[config.mk]
export PLATFORM = sky130hd
export DESIGN_NAME = text_to_integer_any_base
export DESIGN_NICKNAME = d
export VERILOG_FILES = /design/src/rtl/txt2int_pkg.sv /design/src/rtl/text_to_integer_any_base.sv
export SDC_FILE = /design/constraint.sdc
export NUM_CORES = 2
export LEC_CHECK = 0
export BUFFER_PORTS_ARGS = -buffer_cell sky130_fd_sc_hd__buf_2
export CAP_MARGIN = 25
export CORE_ASPECT_RATIO = 1.75
export CORE_MARGIN = 5
export CORE_UTILIZATION = 25
export DETAILED_ROUTE_END_ITERATION = 7
export PLACE_DENSITY = 0.4
export SETUP_SLACK_MARGIN = 0.5
export SLEW_MARGIN = 10
export SYNTH_ARGS = -nofsm -noshare
export SYNTH_HDL_FRONTEND = slang
export SYNTH_SLANG_ARGS = --single-unit
[constraint.sdc]
create_clock -name clk -period 5.3 [get_ports clk]
set_clock_uncertainty 0.1 [all_clocks]
set_input_delay 0.795 -clock clk [delete_from_list [all_inputs] [get_ports clk]]
set_output_delay 0.795 -clock clk [all_outputs]
set_load 0.005 [all_outputs]
[src/rtl/txt2int_pkg.sv]
`default_nettype none

package txt2int_pkg;

  // largest base the alphabet can express
  localparam int MAX_RADIX = 16;

  localparam int CHAR_W      = 8;
  localparam int WORD_W      = 64;
  localparam int ALPHA_W     = 2 * WORD_W;
  localparam int RADIX_LEN_W = 5;
  localparam int DIGIT_W     = (MAX_RADIX > 2) ? $clog2(MAX_RADIX) : 1;
  localparam int ACC_W       = 32;
  localparam int CFG_IDX_W   = 2;

  localparam int IN_TDATA_W  = 8;
  localparam int OUT_TDATA_W = 40;

  // register indexes on the configuration port
  localparam logic [CFG_IDX_W-1:0] REG_CHARS_LOW  = 2'd0;
  localparam logic [CFG_IDX_W-1:0] REG_CHARS_HIGH = 2'd1;
  localparam logic [CFG_IDX_W-1:0] REG_RADIX_LEN  = 2'd2;

  localparam logic [CHAR_W-1:0] CH_NUL   = 8'h00;
  localparam logic [CHAR_W-1:0] CH_PLUS  = 8'h2b;
  localparam logic [CHAR_W-1:0] CH_MINUS = 8'h2d;
  localparam logic [CHAR_W-1:0] CH_SPACE = 8'h20;
  localparam logic [CHAR_W-1:0] CH_TAB   = 8'h09;
  localparam logic [CHAR_W-1:0] CH_LF    = 8'h0a;
  localparam logic [CHAR_W-1:0] CH_VT    = 8'h0b;
  localparam logic [CHAR_W-1:0] CH_FF    = 8'h0c;
  localparam logic [CHAR_W-1:0] CH_CR    = 8'h0d;

  localparam logic [RADIX_LEN_W-1:0] MIN_RADIX = 5'd2;

  typedef enum logic [1:0] {
    PH_SPACE  = 2'd0,
    PH_SIGN   = 2'd1,
    PH_DIGIT  = 2'd2,
    PH_IGNORE = 2'd3
  } phase_t;

  function automatic logic is_space(input logic [CHAR_W-1:0] c);
    return (c == CH_SPACE) || (c == CH_TAB) || (c == CH_LF) ||
           (c == CH_VT) || (c == CH_FF) || (c == CH_CR);
  endfunction

  function automatic logic is_sign(input logic [CHAR_W-1:0] c);
    return (c == CH_PLUS) || (c == CH_MINUS);
  endfunction

endpackage

`default_nettype wire

[src/rtl/text_to_integer_any_base.sv]
// channel   | dir | tdata bits (low first)                    | tuser / tlast
// ----------+-----+-------------------------------------------+--------------
// s_axis    | in  | char_in[7:0]                              | none
// m_axis    | out | parsed_value[31:0], radix_invalid[32], 0s | none
// cfg       | in  | cfg_index 0 chars 0..7, 1 chars 8..15, 2 length
//
// one character per cycle sustained unless a zero byte waits on the output
// register; a request is taken into an input register and parsed from there
// against the accumulator loop (32x5 multiply plus add), which is combinational
// a zero byte writes its result into the output register; while that
// register is still held by the sink, a zero byte waits in the input
// register and holds s_tready low; other bytes never wait on the output
// synchronous active-high reset clears parse state, config and valids;
// validity of the alphabet is registered in radix_bad from the config registers
`default_nettype none

module text_to_integer_any_base
  import txt2int_pkg::*;
(
  input  wire logic                     clk,
  input  wire logic                     rst,
  // config write port
  input  wire logic                     cfg_we,
  input  wire logic [CFG_IDX_W-1:0]     cfg_index,
  input  wire logic [WORD_W-1:0]        cfg_data,
  // input characters
  input  wire logic                     s_tvalid,
  output      logic                     s_tready,
  input  wire logic [IN_TDATA_W-1:0]    s_tdata,   // char_in[7:0]
  // results
  output      logic                     m_tvalid,
  input  wire logic                     m_tready,
  output      logic [OUT_TDATA_W-1:0]   m_tdata    // parsed_value[31:0], radix_invalid[32]
);

  // configuration registers
  logic [WORD_W-1:0]      chars_low;
  logic [WORD_W-1:0]      chars_high;
  logic [RADIX_LEN_W-1:0] radix_len;
  logic                   radix_bad;
  logic                   radix_bad_next;

  // input register
  logic                   in_valid;
  logic [CHAR_W-1:0]      in_char;

  // parse state
  phase_t                 phase;
  phase_t                 phase_next;
  logic                   minus;
  logic                   minus_next;
  logic [ACC_W-1:0]       acc;
  logic [ACC_W-1:0]       acc_next;

  // output register
  logic [ACC_W-1:0]       out_value;
  logic                   out_bad;

  logic [ALPHA_W-1:0]     alpha;
  logic [RADIX_LEN_W-1:0] used_len;
  logic                   digit_hit;
  logic [DIGIT_W-1:0]     digit;
  logic [ACC_W+RADIX_LEN_W-1:0] prod;
  logic                   out_free;
  logic                   in_advance;
  logic                   in_term;
  logic [ACC_W-1:0]       signed_acc;

  assign alpha    = {chars_high, chars_low};
  assign used_len = (radix_len > RADIX_LEN_W'(MAX_RADIX)) ? RADIX_LEN_W'(MAX_RADIX)
                                                         : radix_len;

  // handshake: a terminator needs the output register, other bytes do not
  assign out_free   = !m_tvalid || m_tready;
  assign in_term    = (in_char == CH_NUL);
  assign in_advance = in_valid && (!in_term || out_free);
  assign s_tready   = !in_valid || in_advance;

  // alphabet check over the registered config
  always_comb begin
    radix_bad_next = (radix_len < MIN_RADIX) || (radix_len > RADIX_LEN_W'(MAX_RADIX));
    for (int i = 0; i < MAX_RADIX; i++) begin
      if (RADIX_LEN_W'(i) < radix_len) begin
        if (alpha[i*CHAR_W +: CHAR_W] == CH_NUL || is_sign(alpha[i*CHAR_W +: CHAR_W]) ||
            is_space(alpha[i*CHAR_W +: CHAR_W])) begin
          radix_bad_next = 1'b1;
        end
        for (int j = i + 1; j < MAX_RADIX; j++) begin
          if (RADIX_LEN_W'(j) < radix_len &&
              alpha[j*CHAR_W +: CHAR_W] == alpha[i*CHAR_W +: CHAR_W]) begin
            radix_bad_next = 1'b1;
          end
        end
      end
    end
  end

  // digit lookup, lowest matching entry wins
  always_comb begin
    digit_hit = 1'b0;
    digit     = '0;
    for (int k = MAX_RADIX - 1; k >= 0; k--) begin
      if (RADIX_LEN_W'(k) < used_len && alpha[k*CHAR_W +: CHAR_W] == in_char) begin
        digit_hit = 1'b1;
        digit     = DIGIT_W'(k);
      end
    end
  end

  assign prod = {{RADIX_LEN_W{1'b0}}, acc} * {{ACC_W{1'b0}}, used_len};

  // next parse state for a non-zero byte
  always_comb begin
    phase_next = phase;
    minus_next = minus;
    acc_next   = acc;
    if (phase == PH_SPACE && is_space(in_char)) begin
      phase_next = PH_SPACE;
    end else if ((phase == PH_SPACE || phase == PH_SIGN) && is_sign(in_char)) begin
      phase_next = PH_SIGN;
      minus_next = minus ^ (in_char == CH_MINUS);
    end else if (phase != PH_IGNORE) begin
      if (digit_hit) begin
        phase_next = PH_DIGIT;
        acc_next   = prod[ACC_W-1:0] + {{(ACC_W-DIGIT_W){1'b0}}, digit};
      end else begin
        phase_next = PH_IGNORE;
      end
    end
  end

  assign signed_acc = minus ? (ACC_W'(0) - acc) : acc;

  always_ff @(posedge clk) begin
    if (rst) begin
      chars_low  <= '0;
      chars_high <= '0;
      radix_len  <= '0;
      radix_bad  <= 1'b1;
      in_valid   <= 1'b0;
      phase      <= PH_SPACE;
      minus      <= 1'b0;
      acc        <= '0;
      m_tvalid   <= 1'b0;
    end else begin
      if (cfg_we) begin
        unique case (cfg_index)
          REG_CHARS_LOW:  chars_low  <= cfg_data;
          REG_CHARS_HIGH: chars_high <= cfg_data;
          REG_RADIX_LEN:  radix_len  <= cfg_data[RADIX_LEN_W-1:0];
          default: ;
        endcase
      end
      radix_bad <= radix_bad_next;

      if (s_tready) begin
        in_valid <= s_tvalid;
      end

      if (in_advance) begin
        if (in_term) begin
          phase <= PH_SPACE;
          minus <= 1'b0;
          acc   <= '0;
        end else begin
          phase <= phase_next;
          minus <= minus_next;
          acc   <= acc_next;
        end
      end

      if (in_advance && in_term) begin
        m_tvalid <= 1'b1;
      end else if (m_tready) begin
        m_tvalid <= 1'b0;
      end
    end
  end

  // payload registers
  always_ff @(posedge clk) begin
    if (s_tready && s_tvalid) begin
      in_char <= s_tdata[CHAR_W-1:0];
    end
    if (in_advance && in_term) begin
      out_value <= radix_bad ? '0 : signed_acc;
      out_bad   <= radix_bad;
    end
  end

  assign m_tdata = {{(OUT_TDATA_W-ACC_W-1){1'b0}}, out_bad, out_value};

  // a bad alphabet always yields zero
  a_bad_gives_zero: assert property (@(posedge clk) disable iff (rst)
    m_tvalid && out_bad |-> out_value == '0)
    else $error("invalid alphabet produced a nonzero value");

  // a terminator returns the parser to its reset state
  a_term_clears: assert property (@(posedge clk) disable iff (rst)
    in_advance && in_term |=> phase == PH_SPACE && !minus && acc == '0)
    else $error("parse state not cleared after terminator");

  // once ignoring, the accumulator is frozen until the terminator
  a_ignore_holds: assert property (@(posedge clk) disable iff (rst)
    phase == PH_IGNORE && !(in_advance && in_term) |=> $stable(acc) && phase == PH_IGNORE)
    else $error("accumulator moved while ignoring");

  // a terminator blocked by a full output register waits in place
  a_term_waits: assert property (@(posedge clk) disable iff (rst)
    in_valid && in_term && !out_free |=> in_valid && in_term && m_tvalid)
    else $error("blocked terminator lost");

endmodule

`default_nettype wire
==> implementation parameters <==
Parameter                              Value

Outcome
  Run status ... finished, violations left
  Violated checks ... setup timing

Die
  Starting utilization of the core area ... 25.11%
  Die ar. ... 117300 um^2
  Height of the die ... 449.3 um
  Die X-Extent ... 261.0 um
  Total I/O pin count ... 121
  Core area ... 109800 um^2
  Placement Rows ... 161

Cells and area
  Layout cell share with drive strength beyond 1 ... 16.58%
  Layout overhead on the synthesized area ... 17.94%
  Filler Cell Count ... 11850
  Storage element area ... 4661 um^2
  Area of the multi-input gates ... 21320 um^2
  Post-layout nets ... 3839

Yosys
  Most common library cells after synthesis ... xnor2_1 (770), xor2_1 (391), nand2_1 (390), a21oi_1 (212), nand4_1 (177)
  Dominant combinational cell family by area after synthesis ... XOR/XNOR gates
  Parity-gate share of the synthesized area counting xor and xnor cells ... 36.89%
  Most area-consuming cells after synthesis ... xnor2_1 (24%), xor2_1 (12%), dfxtp_1 (12%)
  Simple-gate share of the synthesized area ... 20.11%
  Post-Synthesis Cell Area ... 27570 um^2
  Cells after synthesis ... 3519
  Proportion of netlist area held by the largest area contributor ... 24.47%
  Portion of the post-synthesis area used by sequential elements ... 16.89%
  Most frequent cell after synthesis ... xnor2_1
  Adder-cell share of the synthesized area ... 9.105%
  Number of enable flip-flop cells after synthesis ... 41
  Yosys warns ... 0
  Mean cell area of the mapped netlist ... 7.833 um^2
  Share of flip-flops with an asynchronous set or reset after synthesis ... 0%
  Post-synthesis sequential element count ... 212
  Fraction of the mapped netlist area in compound gates ... 8.874%
  Synth area leader ... xnor2_1
  Flip-flop cell with the highest count after synthesis ... dfxtp_1
  Multiplexer share of the synthesized area ... 0.4085%
  Count of different cell masters after synthesis ... 73

Pwr
  Total power after layout ... 5.428 mW
  Internal cell power ... 3.504 mW
  Leak Pwr ... 13.26 nW
  Clock network power share ... 37.6%
  Flop pwr share ... 32.0%
  Power density over the cells ... 167.0 nW/um^2
  Worst VDD drop ... 0.0002603 V
  Switching power of the nets ... 1.924 mW
  Power share of the combinational group ... 30.4%
  Sw Share ... 35.44%

Clock tree
  TritonCTS sink count ... 212
  Clock tree from TritonCTS ... yes
  CTS Buf Count ... 27
  Number of H-tree levels ... 1
  Clock latency on the worst-skew pair ... 0.62 ns
  Clk pin slew, worst setup/hold paths ... 0.07 ns
  Cell at the root of the clock tree ... clkbuf_16
  Longest Clk Path Bufs ... 3

GRT
  Remaining global-route overflow ... 0
  Wire length of the first global-routing pass ... 201.1 mm
  Fraction of met1 tracks used by global routing ... 24.96%
  M3 GR Usage ... 2.692%
  Vias in the first global route ... 27140
  GRT Max-Usage Layer ... met2
  Antenna violations before repair ... 4
  Fraction of met2 tracks used by global routing ... 41.84%
  Global-route usage over all layers ... 23.44%
  Pin count of the biggest net entering global routing ... 68

STA
  Transition at the pin with the smallest max-transition slack ... 1.126 ns
  Total Neg Setup Slack ... -1.699 ns
  Final worst slack ... -0.2679 ns
  Final worst path period share ... 105.1%
  Slew Limit Headroom ... 24.36%
  Maximum clock frequency ... 179.6 MHz
  Number of hold violations in the final report ... 0
  Min Hold Slack ... 0.2878 ns
  Final number of setup-violating endpoints ... 12
  Unrepaired setup endpoints after global routing ... true
  Final Max Tran Viols ... 0
  Final min period ... 5.568 ns

Min path
  Min-Delay Path Class ... in2reg

Drt
  First drt pass iteration count ... 5
  Via Count ... 26600
  Detail-routed via count per cell ... 5.215
  Post-Route WL ... 142.6 mm
  Antenna Violating Nets Remaining ... 0
  Post-detailed-route DRC marker count ... 0
  Per-cell routed wire length ... 27.96 um
  Count of routing violations after the opening detailed-route iteration ... 2179

Setup path
  Required time worst endpoint ... 5.75 ns
  Kind of critical path ... reg2reg
  Type of element capturing the critical path ... flop
  Critical Path Start Type ... flop
  WP data arrival ... 6.02 ns
  Maximum fanout encountered on the critical timing path ... 6

Placed design
  Detailed placement HPWL ... 100.6 mm
  Buffers on Ports ... 113
  RePlAce Congestion ... 0.9844

Run
  Max capacitance violation total ... 0
worst paths after layout:
kind / from / end / slack, ns / cells after the start
min: s_tdata[2] / in_char[2]$_DFFE_PP_ / 0.29 / 1
min reg2reg: phase[0]$_SDFFE_PP0P_ / phase[0]$_SDFFE_PP0P_ / 0.44 / 2
max reg2reg: in_char[3]$_DFFE_PP_ / acc[30]$_SDFFE_PP0P_ / -0.27 / 24
max: in_char[3]$_DFFE_PP_ / acc[30]$_SDFFE_PP0P_ / -0.27 / 24
per-layer routing:
metal	wire, um	part of all wire (%)	vias to the layer above
li1	-	-	11830
met1	49980	35	13080
met2	71090	50	1207
met3	7578	5.3	487
met4	13990	9.8	0
met5	0	0	-
logic make-up after synthesis:
group / count (synthesis)
other cells: 1
simple gates: 1104
buf+inv: 485
compound gates: 396
xor+xnor: 1161
fa+ha+maj: 149
flops: 212
mux: 11
cell type report:
type	instances	area share [%]
antenna	4	0.03079
clock buffer	37	2.486
clock inverter	11	0.4157
inverter	83	0.9583
multi-input combinational	2828	65.57
sequential	212	14.34
tap	1467	5.646
timing repair buffer	459	10.56
registers in the layout, summed over array words and instances, names as in the netlist, 2 cells and up:
name        count
acc            32
chars_high     64
chars_low      64
in_char         8
out_value      32
phase           2
radix_len       5
through the flow:
stage / utilization [%] / setup slack (ns) / cells / area, um^2
finish: 29.61 / -0.2679 / 5101 / 32510
global route: 29.60 / -0.4005 / 5097 / 32500
CTS: 29.40 / -0.2583 / 5091 / 32280
detailed placement: 28.17 / -0.2757 / 5026 / 30930
global placement: 28.17 / -0.2369 / 5025 / 30920
floorplan: - / 0.1766 / 3525 / 27710
cell usage in the layout (no fill, tap or decap), types with 6 or more instances in the layout:
cell type	synthesis	final
edfxtp_1	41	41
nand4_1	177	177
nor2b_1	13	7
clkbuf_16	0	31
a31oi_1	33	31
nor4_1	129	128
a21oi_2	2	18
mux2i_1	9	9
buf_2	164	113
buf_4	17	316
ha_1	63	57
or4_1	13	11
and2_1	62	62
nor3_1	89	83
nand2b_1	45	43
dfxtp_1	171	168
xor2_1	391	391
a21oi_1	212	195
xnor2_1	770	764
or3_1	8	8
buf_12	0	16
o41ai_1	10	10
nor2b_2	0	6
nand3_1	58	54
o21bai_1	10	6
a21o_1	11	11
buf_6	5	13
inv_1	82	77
conb_1	1	7
fa_1	86	84
nor2_1	101	98
a22o_1	14	14
o31ai_1	13	12
nand2_1	390	389
o21a_1	7	7
o21ai_0	30	24
critical path: stages (launching register included):
cell,delay [ns]
edfxtp_1,0.43
buf_4,0.20
xnor2_1,0.13
nand4_1,0.12
nor3_1,0.06
buf_4,0.16
or4_4,0.55
buf_6,0.15
nor2_4,0.09
nor3_4,0.05
fa_1,0.48
ha_4,0.28
inv_1,0.04
fa_2,0.54
fa_2,0.21
nor2b_2,0.05
o31a_1,0.30
o31a_1,0.29
o311ai_2,0.24
buf_4,0.17
nand4_1,0.12
a41o_1,0.23
a21oi_2,0.12
mux2_1,0.32
o21ai_1,0.07
power groups by stage:
stage | clock [mW] | combinational, mW | sequential [mW]
global route | 2.14 | 1.74 | 1.74
detailed placement | 0 | 1.60 | 1.77
CTS | 2.09 | 1.63 | 1.74
floorplan | 0 | 1.08 | 1.72
finish | 2.04 | 1.65 | 1.74
global placement | 0 | 1.60 | 1.77
repair_timing:
action / in CTS / in global routing
pin swaps: 45 / 37
cloned: 1 / 0
buffers inserted: 16 / 6
hold buffers: 0 / 0
endpoints found under the hold margin: 0 / 0
setup endpoints to repair: 25 / 27
gates resized for setup: 51 / 31
Power figures use the tool's default switching activity.
